`config.mk`:
```
export PLATFORM = sky130hd
export DESIGN_NAME = platoon_join_handshake_fsm
export DESIGN_NICKNAME = d
export VERILOG_FILES = /design/src/pjh_pkg.sv /design/src/pjh_div.sv /design/src/pjh_dp.sv /design/src/pjh_ctrl.sv /design/src/platoon_join_handshake_fsm.sv
export SDC_FILE = /design/constraint.sdc
export NUM_CORES = 1
export LEC_CHECK = 0
export BUFFER_PORTS_ARGS = -buffer_cell sky130_fd_sc_hd__buf_2
export CELL_PAD_IN_SITES_DETAIL_PLACEMENT = 1
export CELL_PAD_IN_SITES_GLOBAL_PLACEMENT = 2
export CORE_MARGIN = 2
export CORE_UTILIZATION = 37
export DETAILED_ROUTE_END_ITERATION = 6
export GPL_ROUTABILITY_DRIVEN = 0
export PLACE_DENSITY_LB_ADDON = 0.12
export SYNTH_ARGS = -nofsm -noshare
export SYNTH_HDL_FRONTEND = slang
export SYNTH_SLANG_ARGS = --single-unit
```
`constraint.sdc`:
```
create_clock -name clk_i -period 6.4 [get_ports clk_i]
set_clock_uncertainty 0.05 [all_clocks]
set_input_delay 1.28 -clock clk_i [delete_from_list [all_inputs] [get_ports clk_i]]
set_output_delay 1.28 -clock clk_i [all_outputs]
set_load 0.01 [all_outputs]
```
`src/pjh_pkg.sv`:
```
`timescale 1ns / 1ps
`default_nettype none

package pjh_pkg;

  typedef enum logic [1:0] {
    OP_START  = 2'd0,
    OP_TICK   = 2'd1,
    OP_BEACON = 2'd2,
    OP_MSG    = 2'd3
  } op_e;

  typedef enum logic [1:0] {
    MSG_JOIN_REQ   = 2'd0,
    MSG_ACCEPT     = 2'd1,
    MSG_REJECT     = 2'd2,
    MSG_GAP_CHANGE = 2'd3
  } msg_e;

  typedef enum logic [2:0] {
    ACT_JOIN_REQ  = 3'd0,
    ACT_ACCEPT    = 3'd1,
    ACT_REJECT    = 3'd2,
    ACT_GAP_BCAST = 3'd3,
    ACT_LEADER    = 3'd4,
    ACT_MEMBER    = 3'd5,
    ACT_APPLY_GAP = 3'd6
  } act_e;

  localparam int unsigned CfgIdxW = 3;

  typedef enum logic [CfgIdxW-1:0] {
    CFG_ENABLE     = 3'd0,
    CFG_MAX_SIZE   = 3'd1,
    CFG_WAIT_BCN   = 3'd2,
    CFG_WAIT_REPLY = 3'd3,
    CFG_OWN_ID     = 3'd4
  } cfg_e;

  localparam int unsigned CfgDataW = 16;
  localparam int unsigned IdW      = 16;
  localparam int unsigned DepthW   = 8;
  localparam int unsigned GapW     = 10;
  localparam int unsigned ShadeW   = 8;
  localparam int unsigned TimerW   = 16;

  localparam logic [GapW-1:0]   GAP_LEADER   = 10'd350;
  localparam logic [GapW-1:0]   GAP_MEMBER   = 10'd55;
  localparam logic [GapW-1:0]   GAP_WIDE     = 10'd60;
  localparam logic [IdW-1:0]    BROADCAST_ID = 16'hFFFF;
  localparam logic [ShadeW-1:0] SHADE_FULL   = 8'd255;
  localparam logic [DepthW-1:0] DEPTH_MAX    = 8'd255;
  localparam logic [7:0]        SIZE_MIN     = 8'd3;
  localparam logic [7:0]        SIZE_OFFSET  = 8'd2;

  localparam logic [7:0]        RST_MAX_SIZE = 8'd8;
  localparam logic [TimerW-1:0] RST_WAIT     = 16'd100;

  localparam int unsigned DivSteps = 8;
  localparam int unsigned DivCntW  = $clog2(DivSteps);

  typedef struct packed {
    logic capture;
    logic commit;
    logic mul;
    logic sat;
    logic sel;
  } dp_cmd_t;

  typedef struct packed {
    logic has_res;
    logic two_res;
    logic need_shade;
    logic div_done;
  } dp_stat_t;

  typedef struct packed {
    act_e              action;
    logic [IdW-1:0]    dest_id;
    logic [IdW-1:0]    platoon_id;
    logic [DepthW-1:0] depth;
    logic [GapW-1:0]   gap;
    logic [ShadeW-1:0] shade;
    logic              last;
  } result_t;

endpackage

`default_nettype wire

```
`src/pjh_div.sv`:
```
`timescale 1ns / 1ps
`default_nettype none

module pjh_div (
  input  wire logic       clk_i,
  input  wire logic       rst_ni,
  input  wire logic       start_i,
  input  wire logic [7:0] divisor_i,
  output logic            done_o,
  output logic [7:0]      quot_o
);

  logic [7:0] rem_q, rem_d;
  logic [7:0] quo_q, quo_d;
  logic [7:0] dsr_q;
  logic [pjh_pkg::DivCntW-1:0] cnt_q;
  logic busy_q, done_q;
  logic [8:0] trial, diff;

  // restoring division, one quotient bit per cycle
  always_comb begin
    trial = {rem_q, quo_q[7]};
    diff  = trial - {1'b0, dsr_q};
    if (!diff[8]) begin
      rem_d = diff[7:0];
      quo_d = {quo_q[6:0], 1'b1};
    end else begin
      rem_d = trial[7:0];
      quo_d = {quo_q[6:0], 1'b0};
    end
  end

  always_ff @(posedge clk_i or negedge rst_ni) begin
    if (!rst_ni) begin
      cnt_q  <= '0;
      busy_q <= 1'b0;
      done_q <= 1'b0;
    end else if (start_i) begin
      cnt_q  <= '0;
      busy_q <= 1'b1;
      done_q <= 1'b0;
    end else if (busy_q) begin
      cnt_q <= cnt_q + 1'b1;
      if (cnt_q == pjh_pkg::DivCntW'(pjh_pkg::DivSteps - 1)) begin
        busy_q <= 1'b0;
        done_q <= 1'b1;
      end
    end
  end

  always_ff @(posedge clk_i) begin
    if (start_i) begin
      rem_q <= '0;
      quo_q <= pjh_pkg::SHADE_FULL;
      dsr_q <= divisor_i;
    end else if (busy_q) begin
      rem_q <= rem_d;
      quo_q <= quo_d;
    end
  end

  assign done_o = done_q;
  assign quot_o = quo_q;

endmodule

`default_nettype wire

```
`src/pjh_dp.sv`:
```
`timescale 1ns / 1ps
`default_nettype none

module pjh_dp (
  input  wire logic                             clk_i,
  input  wire logic                             rst_ni,
  input  wire logic                             cfg_we_i,
  input  wire logic [pjh_pkg::CfgIdxW-1:0]      cfg_idx_i,
  input  wire logic [pjh_pkg::CfgDataW-1:0]     cfg_data_i,
  input  wire logic [1:0]                       operation_i,
  input  wire logic                             has_leader_i,
  input  wire logic [1:0]                       msg_type_i,
  input  wire logic [pjh_pkg::IdW-1:0]          sender_id_i,
  input  wire logic [pjh_pkg::IdW-1:0]          msg_platoon_id_i,
  input  wire logic [pjh_pkg::DepthW-1:0]       msg_depth_i,
  input  wire logic [pjh_pkg::GapW-1:0]         msg_gap_i,
  input  wire pjh_pkg::dp_cmd_t                 cmd_i,
  output pjh_pkg::dp_stat_t                     stat_o,
  output pjh_pkg::result_t                      res_o
);

  typedef enum logic [2:0] {
    ROLE_IDLE        = 3'd0,
    ROLE_WAIT_BEACON = 3'd1,
    ROLE_ASK_JOIN    = 3'd2,
    ROLE_LEADER      = 3'd3,
    ROLE_MEMBER      = 3'd4
  } role_e;

  // configuration
  logic                         en_q;
  logic [7:0]                   max_q;
  logic [pjh_pkg::TimerW-1:0]   wbt_q, wrt_q;
  logic [pjh_pkg::IdW-1:0]      own_q;

  // captured item
  pjh_pkg::op_e                 it_op_q;
  logic                         it_hl_q;
  pjh_pkg::msg_e                it_mt_q;
  logic [pjh_pkg::IdW-1:0]      it_snd_q, it_pid_q;
  logic [pjh_pkg::DepthW-1:0]   it_dep_q;
  logic [pjh_pkg::GapW-1:0]     it_gap_q;

  // vehicle state
  role_e                        role_q, role_d;
  logic [pjh_pkg::TimerW-1:0]   tcnt_q, tcnt_d;
  logic                         trun_q, trun_d;
  logic [pjh_pkg::IdW-1:0]      plat_q, plat_d;
  logic                         inp_q, inp_d;
  logic [pjh_pkg::DepthW-1:0]   dep_q, dep_d;
  logic [7:0]                   mem_q, mem_d;
  logic [pjh_pkg::IdW-1:0]      lp_q, lp_d;
  logic [pjh_pkg::DepthW-1:0]   ld_q, ld_d;

  pjh_pkg::result_t             res0_q, res1_q, r0, r1;
  logic                         has_r, two_r, go_leader, go_member;
  logic [7:0]                   mem_inc;
  logic [15:0]                  prod_q;
  logic [7:0]                   quot, step;
  logic                         div_done;

  always_ff @(posedge clk_i or negedge rst_ni) begin
    if (!rst_ni) begin
      en_q  <= 1'b0;
      max_q <= pjh_pkg::RST_MAX_SIZE;
      wbt_q <= pjh_pkg::RST_WAIT;
      wrt_q <= pjh_pkg::RST_WAIT;
      own_q <= '0;
    end else if (cfg_we_i) begin
      unique case (cfg_idx_i)
        pjh_pkg::CFG_ENABLE:     en_q  <= cfg_data_i[0];
        pjh_pkg::CFG_MAX_SIZE:   max_q <= cfg_data_i[7:0];
        pjh_pkg::CFG_WAIT_BCN:   wbt_q <= cfg_data_i;
        pjh_pkg::CFG_WAIT_REPLY: wrt_q <= cfg_data_i;
        pjh_pkg::CFG_OWN_ID:     own_q <= cfg_data_i;
        default: ;
      endcase
    end
  end

  always_ff @(posedge clk_i) begin
    if (cmd_i.capture) begin
      it_op_q  <= pjh_pkg::op_e'(operation_i);
      it_hl_q  <= has_leader_i;
      it_mt_q  <= pjh_pkg::msg_e'(msg_type_i);
      it_snd_q <= sender_id_i;
      it_pid_q <= msg_platoon_id_i;
      it_dep_q <= msg_depth_i;
      it_gap_q <= msg_gap_i;
    end
  end

  assign mem_inc = mem_q + 8'd1;

  always_comb begin
    role_d    = role_q;
    tcnt_d    = tcnt_q;
    trun_d    = trun_q;
    plat_d    = plat_q;
    inp_d     = inp_q;
    dep_d     = dep_q;
    mem_d     = mem_q;
    lp_d      = lp_q;
    ld_d      = ld_q;
    has_r     = 1'b0;
    two_r     = 1'b0;
    go_leader = 1'b0;
    go_member = 1'b0;
    r0        = '0;
    r1            = '0;
    r1.action     = pjh_pkg::ACT_GAP_BCAST;
    r1.dest_id    = pjh_pkg::BROADCAST_ID;
    r1.platoon_id = plat_q;
    r1.depth      = dep_q;
    r1.gap        = pjh_pkg::GAP_WIDE;
    r1.last       = 1'b1;
    if (en_q) begin
      unique case (it_op_q)
        pjh_pkg::OP_START: begin
          if (role_q == ROLE_IDLE) begin
            if (!it_hl_q) begin
              go_leader = 1'b1;
            end else begin
              role_d = ROLE_WAIT_BEACON;
              tcnt_d = wbt_q;
              trun_d = 1'b1;
            end
          end
        end
        pjh_pkg::OP_TICK: begin
          if (trun_q) begin
            if (tcnt_q <= 16'd1) begin
              tcnt_d = '0;
              trun_d = 1'b0;
              if (role_q == ROLE_WAIT_BEACON || role_q == ROLE_ASK_JOIN) begin
                go_leader = 1'b1;
              end
            end else begin
              tcnt_d = tcnt_q - 16'd1;
            end
          end
        end
        pjh_pkg::OP_BEACON: begin
          if (role_q == ROLE_WAIT_BEACON && trun_q) begin
            role_d        = ROLE_ASK_JOIN;
            lp_d          = it_pid_q;
            ld_d          = it_dep_q;
            tcnt_d        = wrt_q;
            trun_d        = 1'b1;
            has_r         = 1'b1;
            r0.action     = pjh_pkg::ACT_JOIN_REQ;
            r0.dest_id    = it_snd_q;
            r0.platoon_id = it_pid_q;
          end
        end
        pjh_pkg::OP_MSG: begin
          unique case (it_mt_q)
            pjh_pkg::MSG_REJECT: begin
              if (role_q == ROLE_ASK_JOIN) go_leader = 1'b1;
            end
            pjh_pkg::MSG_ACCEPT: begin
              if (role_q == ROLE_ASK_JOIN) go_member = 1'b1;
            end
            pjh_pkg::MSG_JOIN_REQ: begin
              if (role_q == ROLE_LEADER) begin
                has_r         = 1'b1;
                r0.dest_id    = it_snd_q;
                r0.platoon_id = it_pid_q;
                r0.depth      = dep_q;
                if (mem_q >= max_q) begin
                  r0.action = pjh_pkg::ACT_REJECT;
                end else begin
                  r0.action = pjh_pkg::ACT_ACCEPT;
                  mem_d     = mem_inc;
                  two_r     = (mem_inc > (max_q >> 1));
                end
              end
            end
            pjh_pkg::MSG_GAP_CHANGE: begin
              if (inp_q && it_pid_q == plat_q) begin
                has_r         = 1'b1;
                r0.action     = pjh_pkg::ACT_APPLY_GAP;
                r0.platoon_id = plat_q;
                r0.depth      = dep_q;
                r0.gap        = it_gap_q;
              end
            end
            default: ;
          endcase
        end
        default: ;
      endcase
    end
    if (go_leader) begin
      role_d        = ROLE_LEADER;
      trun_d        = 1'b0;
      tcnt_d        = '0;
      plat_d        = own_q;
      inp_d         = 1'b1;
      dep_d         = '0;
      mem_d         = 8'd1;
      has_r         = 1'b1;
      r0            = '0;
      r0.action     = pjh_pkg::ACT_LEADER;
      r0.platoon_id = own_q;
      r0.gap        = pjh_pkg::GAP_LEADER;
    end
    if (go_member) begin
      role_d        = ROLE_MEMBER;
      trun_d        = 1'b0;
      tcnt_d        = '0;
      plat_d        = lp_q;
      inp_d         = 1'b1;
      dep_d         = (ld_q == pjh_pkg::DEPTH_MAX) ? pjh_pkg::DEPTH_MAX : ld_q + 8'd1;
      has_r         = 1'b1;
      r0            = '0;
      r0.action     = pjh_pkg::ACT_MEMBER;
      r0.platoon_id = lp_q;
      r0.depth      = dep_d;
      r0.gap        = pjh_pkg::GAP_MEMBER;
    end
    r0.last = !two_r;
  end

  always_ff @(posedge clk_i or negedge rst_ni) begin
    if (!rst_ni) begin
      role_q <= ROLE_IDLE;
      tcnt_q <= '0;
      trun_q <= 1'b0;
      plat_q <= '0;
      inp_q  <= 1'b0;
      dep_q  <= '0;
      mem_q  <= '0;
      lp_q   <= '0;
      ld_q   <= '0;
    end else if (cmd_i.commit) begin
      role_q <= role_d;
      tcnt_q <= tcnt_d;
      trun_q <= trun_d;
      plat_q <= plat_d;
      inp_q  <= inp_d;
      dep_q  <= dep_d;
      mem_q  <= mem_d;
      lp_q   <= lp_d;
      ld_q   <= ld_d;
    end
  end

  // shade step 255 / (max - 2)
  pjh_div u_div (
    .clk_i     (clk_i),
    .rst_ni    (rst_ni),
    .start_i   (cmd_i.commit && go_member),
    .divisor_i (max_q - pjh_pkg::SIZE_OFFSET),
    .done_o    (div_done),
    .quot_o    (quot)
  );

  assign step = (max_q < pjh_pkg::SIZE_MIN) ? pjh_pkg::SHADE_FULL : quot;

  always_ff @(posedge clk_i) begin
    if (cmd_i.mul) begin
      prod_q <= {8'd0, dep_q - 8'd1} * {8'd0, step};
    end
  end

  always_ff @(posedge clk_i) begin
    if (cmd_i.commit) begin
      res0_q <= r0;
      res1_q <= r1;
    end else if (cmd_i.sat) begin
      res0_q.shade <= (|prod_q[15:8]) ? pjh_pkg::SHADE_FULL : prod_q[7:0];
    end
  end

  assign stat_o.has_res    = has_r;
  assign stat_o.two_res    = !res0_q.last;
  assign stat_o.need_shade = go_member;
  assign stat_o.div_done   = div_done;

  assign res_o = cmd_i.sel ? res1_q : res0_q;

endmodule

`default_nettype wire

```
`src/pjh_ctrl.sv`:
```
`timescale 1ns / 1ps
`default_nettype none

module pjh_ctrl (
  input  wire logic              clk_i,
  input  wire logic              rst_ni,
  input  wire logic              in_valid_i,
  output logic                   in_stall_o,
  output logic                   out_valid_o,
  input  wire logic              out_stall_i,
  input  wire pjh_pkg::dp_stat_t stat_i,
  output pjh_pkg::dp_cmd_t       cmd_o
);

  typedef enum logic [2:0] {
    S_IDLE = 3'd0,
    S_EVAL = 3'd1,
    S_DIV  = 3'd2,
    S_MUL  = 3'd3,
    S_SAT  = 3'd4,
    S_OUT0 = 3'd5,
    S_OUT1 = 3'd6
  } state_e;

  state_e state_q;
  logic   in_stall_q, out_valid_q, sel_q;
  logic   accept;

  assign accept = (state_q == S_IDLE) && in_valid_i && !in_stall_q;

  always_ff @(posedge clk_i or negedge rst_ni) begin
    if (!rst_ni) begin
      state_q     <= S_IDLE;
      in_stall_q  <= 1'b0;
      out_valid_q <= 1'b0;
      sel_q       <= 1'b0;
    end else begin
      unique case (state_q)
        S_IDLE: begin
          if (accept) begin
            state_q    <= S_EVAL;
            in_stall_q <= 1'b1;
          end
        end
        S_EVAL: begin
          if (!stat_i.has_res) begin
            state_q    <= S_IDLE;
            in_stall_q <= 1'b0;
          end else if (stat_i.need_shade) begin
            state_q <= S_DIV;
          end else begin
            state_q     <= S_OUT0;
            out_valid_q <= 1'b1;
            sel_q       <= 1'b0;
          end
        end
        S_DIV: begin
          if (stat_i.div_done) state_q <= S_MUL;
        end
        S_MUL: state_q <= S_SAT;
        S_SAT: begin
          state_q     <= S_OUT0;
          out_valid_q <= 1'b1;
          sel_q       <= 1'b0;
        end
        S_OUT0: begin
          if (!out_stall_i) begin
            if (stat_i.two_res) begin
              state_q <= S_OUT1;
              sel_q   <= 1'b1;
            end else begin
              state_q     <= S_IDLE;
              out_valid_q <= 1'b0;
              in_stall_q  <= 1'b0;
            end
          end
        end
        S_OUT1: begin
          if (!out_stall_i) begin
            state_q     <= S_IDLE;
            out_valid_q <= 1'b0;
            in_stall_q  <= 1'b0;
            sel_q       <= 1'b0;
          end
        end
        default: state_q <= S_IDLE;
      endcase
    end
  end

  assign cmd_o.capture = accept;
  assign cmd_o.commit  = (state_q == S_EVAL);
  assign cmd_o.mul     = (state_q == S_MUL);
  assign cmd_o.sat     = (state_q == S_SAT);
  assign cmd_o.sel     = sel_q;

  assign in_stall_o  = in_stall_q;
  assign out_valid_o = out_valid_q;

endmodule

`default_nettype wire

```
`src/platoon_join_handshake_fsm.sv`:
```
// an item without result returns to idle after evaluation; with results the first is shown
// once the item has been evaluated, the second follows once the first is taken
// becoming a member adds the 8-step shade divider and the multiply
// flow: one item at a time; the input stays stalled until the item's results are all taken
// reset: asynchronous active low, config, control and state registers reset, vehicle idle
`timescale 1ns / 1ps
`default_nettype none

module platoon_join_handshake_fsm (
  input  wire logic                          clk_i,
  input  wire logic                          rst_ni,
  input  wire logic                          cfg_we_i,
  input  wire logic [pjh_pkg::CfgIdxW-1:0]   cfg_idx_i,
  input  wire logic [pjh_pkg::CfgDataW-1:0]  cfg_data_i,
  input  wire logic                          in_valid_i,
  output logic                               in_stall_o,
  input  wire logic [1:0]                    operation_i,
  input  wire logic                          has_leader_i,
  input  wire logic [1:0]                    msg_type_i,
  input  wire logic [pjh_pkg::IdW-1:0]       sender_id_i,
  input  wire logic [pjh_pkg::IdW-1:0]       msg_platoon_id_i,
  input  wire logic [pjh_pkg::DepthW-1:0]    msg_depth_i,
  input  wire logic [pjh_pkg::GapW-1:0]      msg_gap_i,
  output logic                               out_valid_o,
  input  wire logic                          out_stall_i,
  output logic [2:0]                         action_o,
  output logic [pjh_pkg::IdW-1:0]            dest_id_o,
  output logic [pjh_pkg::IdW-1:0]            platoon_id_o,
  output logic [pjh_pkg::DepthW-1:0]         depth_o,
  output logic [pjh_pkg::GapW-1:0]           gap_o,
  output logic [pjh_pkg::ShadeW-1:0]         shade_o,
  output logic                               last_o
);

  pjh_pkg::dp_cmd_t  cmd;
  pjh_pkg::dp_stat_t stat;
  pjh_pkg::result_t  res;

  pjh_ctrl u_ctrl (
    .clk_i       (clk_i),
    .rst_ni      (rst_ni),
    .in_valid_i  (in_valid_i),
    .in_stall_o  (in_stall_o),
    .out_valid_o (out_valid_o),
    .out_stall_i (out_stall_i),
    .stat_i      (stat),
    .cmd_o       (cmd)
  );

  pjh_dp u_dp (
    .clk_i            (clk_i),
    .rst_ni           (rst_ni),
    .cfg_we_i         (cfg_we_i),
    .cfg_idx_i        (cfg_idx_i),
    .cfg_data_i       (cfg_data_i),
    .operation_i      (operation_i),
    .has_leader_i     (has_leader_i),
    .msg_type_i       (msg_type_i),
    .sender_id_i      (sender_id_i),
    .msg_platoon_id_i (msg_platoon_id_i),
    .msg_depth_i      (msg_depth_i),
    .msg_gap_i        (msg_gap_i),
    .cmd_i            (cmd),
    .stat_o           (stat),
    .res_o            (res)
  );

  assign action_o     = res.action;
  assign dest_id_o    = res.dest_id;
  assign platoon_id_o = res.platoon_id;
  assign depth_o      = res.depth;
  assign gap_o        = res.gap;
  assign shade_o      = res.shade;
  assign last_o       = res.last;

endmodule

`default_nettype wire

```
==> run metrics, run 1 <==
highest metal layer with signal wires met4; Synth async-reset ratio 0.4448; delay of the slowest cell on the worst path 510 ps; Die H about 220 um; Setup CP Type reg -> reg; Post-DP HPWL 31.50 mm; PortBufs 142; gr usage total 0.1902; met3 WL post-DR 1.267 mm; final net count 1,826; via count 11,680; row cnt 78; M1 wire length roughly 20 mm; syn_area_per_cell 11.43 sq um; initial core utilization 0.3755; Die Wd 218.6 um; CTS Root Cell clkbuf_16; synthesized area 17,040 sq um; top cell family by delay on the critical path adder cells; via count of the first global-routing pass roughly 13,000; DR WL/cell 19.75 um; max-cap violations 0; Clock Path Buffers 3; worst slew pin tran approximately 1000 ps; WL met2 22.27 mm; Power Total approximately 5400 uW; hold crit path type reg -> reg; CP bufs+invs 5; post-layout util 0.4342; worst-path maximum fanout 9; TritonCTS clock tree built; grt total ovfl 0; Max-slew headroom 0.3037; first-pass GRT wire length 70.57 mm; Synth warnings 0; depth of the most critical reg-to-reg path 21; Yosys cell types 72; total routed wirelength 44.67 mm; critical path depth in cells 21; Post-Synthesis Cells between 1,000 and 1,500; crit-path cells inv_1 > nand4_1 > a2111oi_2 > buf_4 > nor2_1 > or2_2 > fa_1 > fa_1 > inv_1 > fa_1 > inv_1 > fa_1 > inv_1 > ha_1 > o21a_1 > o31a_1 > o211ai_1 > nand2_1 > a41o_1 > o41ai_1 > xnor2_1; EDFF count, synth 165; die footprint roughly 48,000 sq um; ANT nets after route 0; Max Fclk ~170 MHz; Seq cells post-synth around 330; cts hold-fix bufs 0; TNS Setup 0 ps; endpoints failing setup 0; post-synthesis sequential area ratio 0.5230; largest net degree at the start of global routing 75; fin crit share 0.9227; commonest non-fill, non-tap cell in the layout edfxtp_1; Layout Area Growth over Synthesis 15.62%; Max IR drop VDD 0.2319 mV; DR pass1 iterations 6; Clock H-tree levels 2; final hold vios 0; CTS sink count 326; RSZ-0062 raised after global routing no; Setup Buffers After CTS 0; drt initial violations 572; outcome completed; Worst path slowest cell fa_1; initial antenna violation count 0; layout cell share with drive strength beyond 1 0.2310; CTS Buf Count 38; Data required, critical path between 6000 and 7000 ps; Power Density between 200 and 300 nW/um^2; Worst Hold Depth 1; vias per cell 5.161; Worst-Skew Late Latency 550 ps; Worst-path clk slew ~60 ps; Slew Viols, Final 0; Arr. time, crit path 6140 ps; Leak 0.008257 uW; commonest cells after routing, fill and taps aside 165 x edfxtp_1, 159 x nor2_1, 141 x buf_2; Tmin final 5906 ps; post-CTS sizing 0; area of the core around 45,000 sq um; # IOs 143; Syn Nets 1,683; CP endpoint kind flop; DRC Markers 0; Antenna diodes 0; Startpoint Class flop; Synth Flop Type edfxtp_1
final cells by class:
class	instances	area (sq um)
inverters	90	337.8
clock inverters	25	260.3
repair buffers	160	852.1
fillers	4897	25680
clock buffers	43	979.7
flip-flops and latches	326	8914
well taps	600	750.7
multi-input cells	1018	7610
through the flow:
step | hold WS [ps] | setup slack (ps) | instance area [sq um] | instances
floorplan | 373.1 | 848.5 | 17050 | 1491
global placement | 409.5 | 593.0 | 18460 | 2194
detailed placement | 418.2 | 425.2 | 18460 | 2194
CTS | 432.4 | 419.1 | 19700 | 2262
global route | 448.1 | 96.32 | 19700 | 2262
finish | 426.0 | 494.4 | 19700 | 2262
synth_stat cells, drive strengths merged (32+ instances only):
cell | count | share of area
edfxtp | 165 | 0.29
nor2 | 163 | 0.036
dfrtp | 138 | 0.20
nand2 | 121 | 0.027
mux2 | 101 | 0.067
inv | 89 | 0.020
ha | 76 | 0.056
clkbuf | 48 | 0.011
o21ai | 48 | 0.014
or2 | 39 | 0.014
fa | 37 | 0.043
xnor2 | 36 | 0.019
a21oi | 32 | 0.0094
report_power, final:
group          internal [uW]  switching, uW  leakage [uW]  total (uW)
registers               2330           62.1       0.00341        2390
clock network           1300            890      0.000604        2190
logic                    393            452       0.00424         845
cells by family after synthesis:
family | Yosys count | synth area share
compound gates | 242 | 0.09824
fa+ha+maj | 113 | 0.09927
flops | 326 | 0.5230
mux | 120 | 0.07790
buf+inv | 147 | 0.03311
simple gates | 477 | 0.1346
xor+xnor | 66 | 0.03392
sequential cells by signal, indices dropped and copies added, names as in the netlist, 10 cells and up:
register	flops
u_dp.res1_q	24
u_dp.it_snd_q	16
u_dp.lp_q	16
u_dp.wrt_q	16
u_dp.it_gap_q	10
u_dp.tcnt_q	16
u_dp.prod_q	16
u_dp.res0_q	62
u_dp.wbt_q	16
u_dp.it_pid_q	16
u_dp.plat_q	16
u_dp.own_q	16
final timing paths:
| path | startpoint | slack [ps] | end |
|---|---|---|---|
| setup / recovery | u_dp.max_q[4]$_DFFE_PN0P_ | 490 | u_dp.prod_q[15]$_DFFE_PP_ |
| hold / removal | u_dp.it_dep_q[7]$_DFFE_PP_ | 430 | u_dp.ld_q[7]$_DFFE_PN0P_ |
| setup reg to reg | u_dp.max_q[4]$_DFFE_PN0P_ | 490 | u_dp.prod_q[15]$_DFFE_PP_ |
| hold reg to reg | u_dp.it_dep_q[7]$_DFFE_PP_ | 430 | u_dp.ld_q[7]$_DFFE_PN0P_ |
| max in group asynchronous | rst_ni | 4510 | u_ctrl.sel_q$_DFFE_PN0P_ |
| min in group asynchronous | rst_ni | 690 | u_dp.lp_q[8]$_DFFE_PN0P_ |
routing by layer:
layer  up-vias  GRT usage
li1       5575          -
met1      5890     0.2455
met2       154     0.3332
met3        56    0.02505
met4         0    0.05351
met5         -          0
Note: power is estimated with default switching activity, not from simulation.
==> run 2: changes to the inputs <==
--- a/config.mk
+++ b/config.mk
@@ -13,6 +13,7 @@
 export DETAILED_ROUTE_END_ITERATION = 6
 export GPL_ROUTABILITY_DRIVEN = 0
 export PLACE_DENSITY_LB_ADDON = 0.12
+export RECOVER_POWER = 25
 export SYNTH_ARGS = -nofsm -noshare
 export SYNTH_HDL_FRONTEND = slang
 export SYNTH_SLANG_ARGS = --single-unit
==> run metrics, run 2 (synthesized netlist as in run 1, its figures left out) <==
via count 11,680 (+0.026%); DR WL/cell 19.76 um (about the same); vias per cell 5.163 (about the same); Worst-Skew Late Latency 550 ps (about the same); final net count 1,826 (unchanged); CP endpoint kind flop; final hold vios 0 (unchanged); Power Total 5425 uW (about the same); fin crit share 0.9258 (+0.003040); Clock H-tree levels 2 (unchanged); via count of the first global-routing pass 12,540 (unchanged); Tmin final 5925 ps (+19.45 ps); combinational share of power 0.156 (about the same); Worst-path clk slew 60 ps (about the same); Worst Setup EP u_dp.prod_q[15]$_DFFE_PP_; # IOs 143 (unchanged); post-CTS sizing 0 (unchanged); Slew Viols, Final 68 (+68); Storage cell area 8914 sq um (unchanged); CTS Buf Count 38 (unchanged); Psw 1406 uW (about the same); PnR worst setup slack 475.0 ps (-19.45 ps); Internal 4020 uW (about the same); Setup CP Type reg -> reg; Clock Path Buffers 3 (unchanged); Reg power frac 0.440 (about the same); Largest Register u_dp.res0_q; placed cells 2,194 (unchanged); row cnt 78 (unchanged); Max-slew headroom -1.615 (-1.919); cts hold-fix bufs 0 (unchanged); outcome finished with violations; worst slew pin tran 3923 ps (+2880 ps); Layout Area Growth over Synthesis 15.47%; Arr. time, crit path 6170 ps (+30 ps); clock network fraction of design power 0.404 (about the same); commonest non-fill, non-tap cell in the layout edfxtp_1; Max IR drop VDD 0.2319 mV (about the same); die footprint 47,790 sq um (unchanged); commonest cells after routing, fill and taps aside 165 x edfxtp_1, 159 x nor2_1, 137 x dfrtp_1; TritonCTS clock tree built; largest net degree at the start of global routing 75 (unchanged); Startpoint Class flop; Non-Filler Instances 2,262 (unchanged); total routed wirelength 44.70 mm (about the same); layout cell share with drive strength beyond 1 0.2250 (-0.006017); Antenna diodes 0 (unchanged); hold crit path type reg -> reg; Setup Buffers After CTS 0 (unchanged); CTS Root Cell clkbuf_16; DR pass1 iterations 4 (-2); grt total ovfl 0 (unchanged); DRC Markers 0 (unchanged); Data required, critical path 6640 ps (about the same); Power Density 275.7 nW/um^2 (+0.13%); TNS Setup 0 ps (unchanged); reg2reg end u_dp.prod_q[15]$_DFFE_PP_; failing checks max-capacitance violations, max-slew violations; PortBufs 142 (unchanged); worst-path maximum fanout 9 (unchanged); critical path startpoint u_dp.max_q[4]$_DFFE_PN0P_; endpoints failing setup 0 (unchanged); gr usage total 0.1902 (unchanged); Leak 0.008228 uW (-0.35%); Fin Hold WS 425.4 ps (-0.5480 ps); Die Wd 218.6 um (unchanged); ANT nets after route 0 (unchanged); multi-input logic area 7602 sq um (about the same); worst slack, placed 425.2 ps (unchanged); worst reg2reg path startpoint u_dp.max_q[4]$_DFFE_PN0P_; first-pass GRT wire length 70.57 mm (unchanged); Top Registers u_dp.res0_q x62, u_dp.res1_q x24; max-cap violations 1 (+1); area of the core 45,380 sq um (unchanged); RSZ-0062 raised after global routing no; drt initial violations 533 (-6.8%); depth of the most critical reg-to-reg path 21 (unchanged); R2R Setup Slk 470 ps (-20 ps); Sw Share 0.2591 (about the same); initial core utilization 0.3755 (unchanged); max FFs per register 62 (unchanged); Post-DP HPWL 31.50 mm (unchanged); CTS sink count 326 (unchanged); initial antenna violation count 0 (unchanged); Die H 218.6 um (unchanged); Max Fclk 168.8 MHz (-0.33%); number of fillers in the final layout 4,899 (+0.041%)
[run 2: cell type report]
cell class              instances  area share
clock buffers                  43     0.04979
clock inverters                25     0.01323
inverters                      90     0.01717
multi-input cells            1018      0.3863
flip-flops and latches        326      0.4530
well taps                     600     0.03815
repair buffers                160     0.04235
[run 2: per-stage QoR]
step | utilization | area, sq um
finish | 0.4336 | 19680
global route | 0.4336 | 19680
CTS | 0.4342 | 19700
detailed placement | 0.4069 | 18460
global placement | 0.4069 | 18460
floorplan | - | 17050
[run 2: layer usage]
| layer | global-route usage | vias up | routed length (um) |
|---|---|---|---|
| li1 | - | 5570 | - |
| met2 | 0.3332 | 160 | 22360 |
| met5 | 0 | - | 0 |
| met1 | 0.2455 | 5893 | 20090 |
| met3 | 0.02505 | 55 | 1293 |
| met4 | 0.05351 | 0 | 953 |
[run 2: how the worst min path moves through the flow]
| stage | cells after the start | slack [ps] | endpoint | start |
|---|---|---|---|---|
| floorplan | 0 | 370 | u_dp.res1_q[19]$_DFFE_PP_ | u_dp.dep_q[0]$_DFFE_PN0P_ |
| global placement | 1 | 410 | u_dp.ld_q[5]$_DFFE_PN0P_ | u_dp.it_dep_q[5]$_DFFE_PP_ |
| detailed placement | 1 | 420 | u_dp.ld_q[6]$_DFFE_PN0P_ | u_dp.it_dep_q[6]$_DFFE_PP_ |
| CTS | 1 | 430 | u_dp.ld_q[6]$_DFFE_PN0P_ | u_dp.it_dep_q[6]$_DFFE_PP_ |
| global route | 1 | 450 | u_dp.ld_q[4]$_DFFE_PN0P_ | u_dp.it_dep_q[4]$_DFFE_PP_ |
| finish | 1 | 430 | u_dp.ld_q[7]$_DFFE_PN0P_ | u_dp.it_dep_q[7]$_DFFE_PP_ |
[run 2: power groups by stage]
stage	sequential [uW]	combinational, uW	clock (uW)
after global routing	2400	984	2330
after global placement	2430	832	0
after floorplan	2400	635	0
after detailed placement	2430	853	0
after CTS	2390	863	2260
final	2390	844	2190
[run 2: worst max-delay path, stage by stage (launching register included)]
cell,delay [ps]
dfrtp_1,360
inv_1,200
nand4_1,190
a2111oi_2,510
buf_4,250
nor2_1,140
or2_2,320
fa_1,510
fa_1,490
inv_1,50
fa_1,470
inv_1,50
fa_1,470
inv_1,40
ha_1,320
o21a_1,120
o31a_1,130
o211ai_1,190
nand2_1,120
a41o_1,270
o41ai_1,310
xnor2_1,110
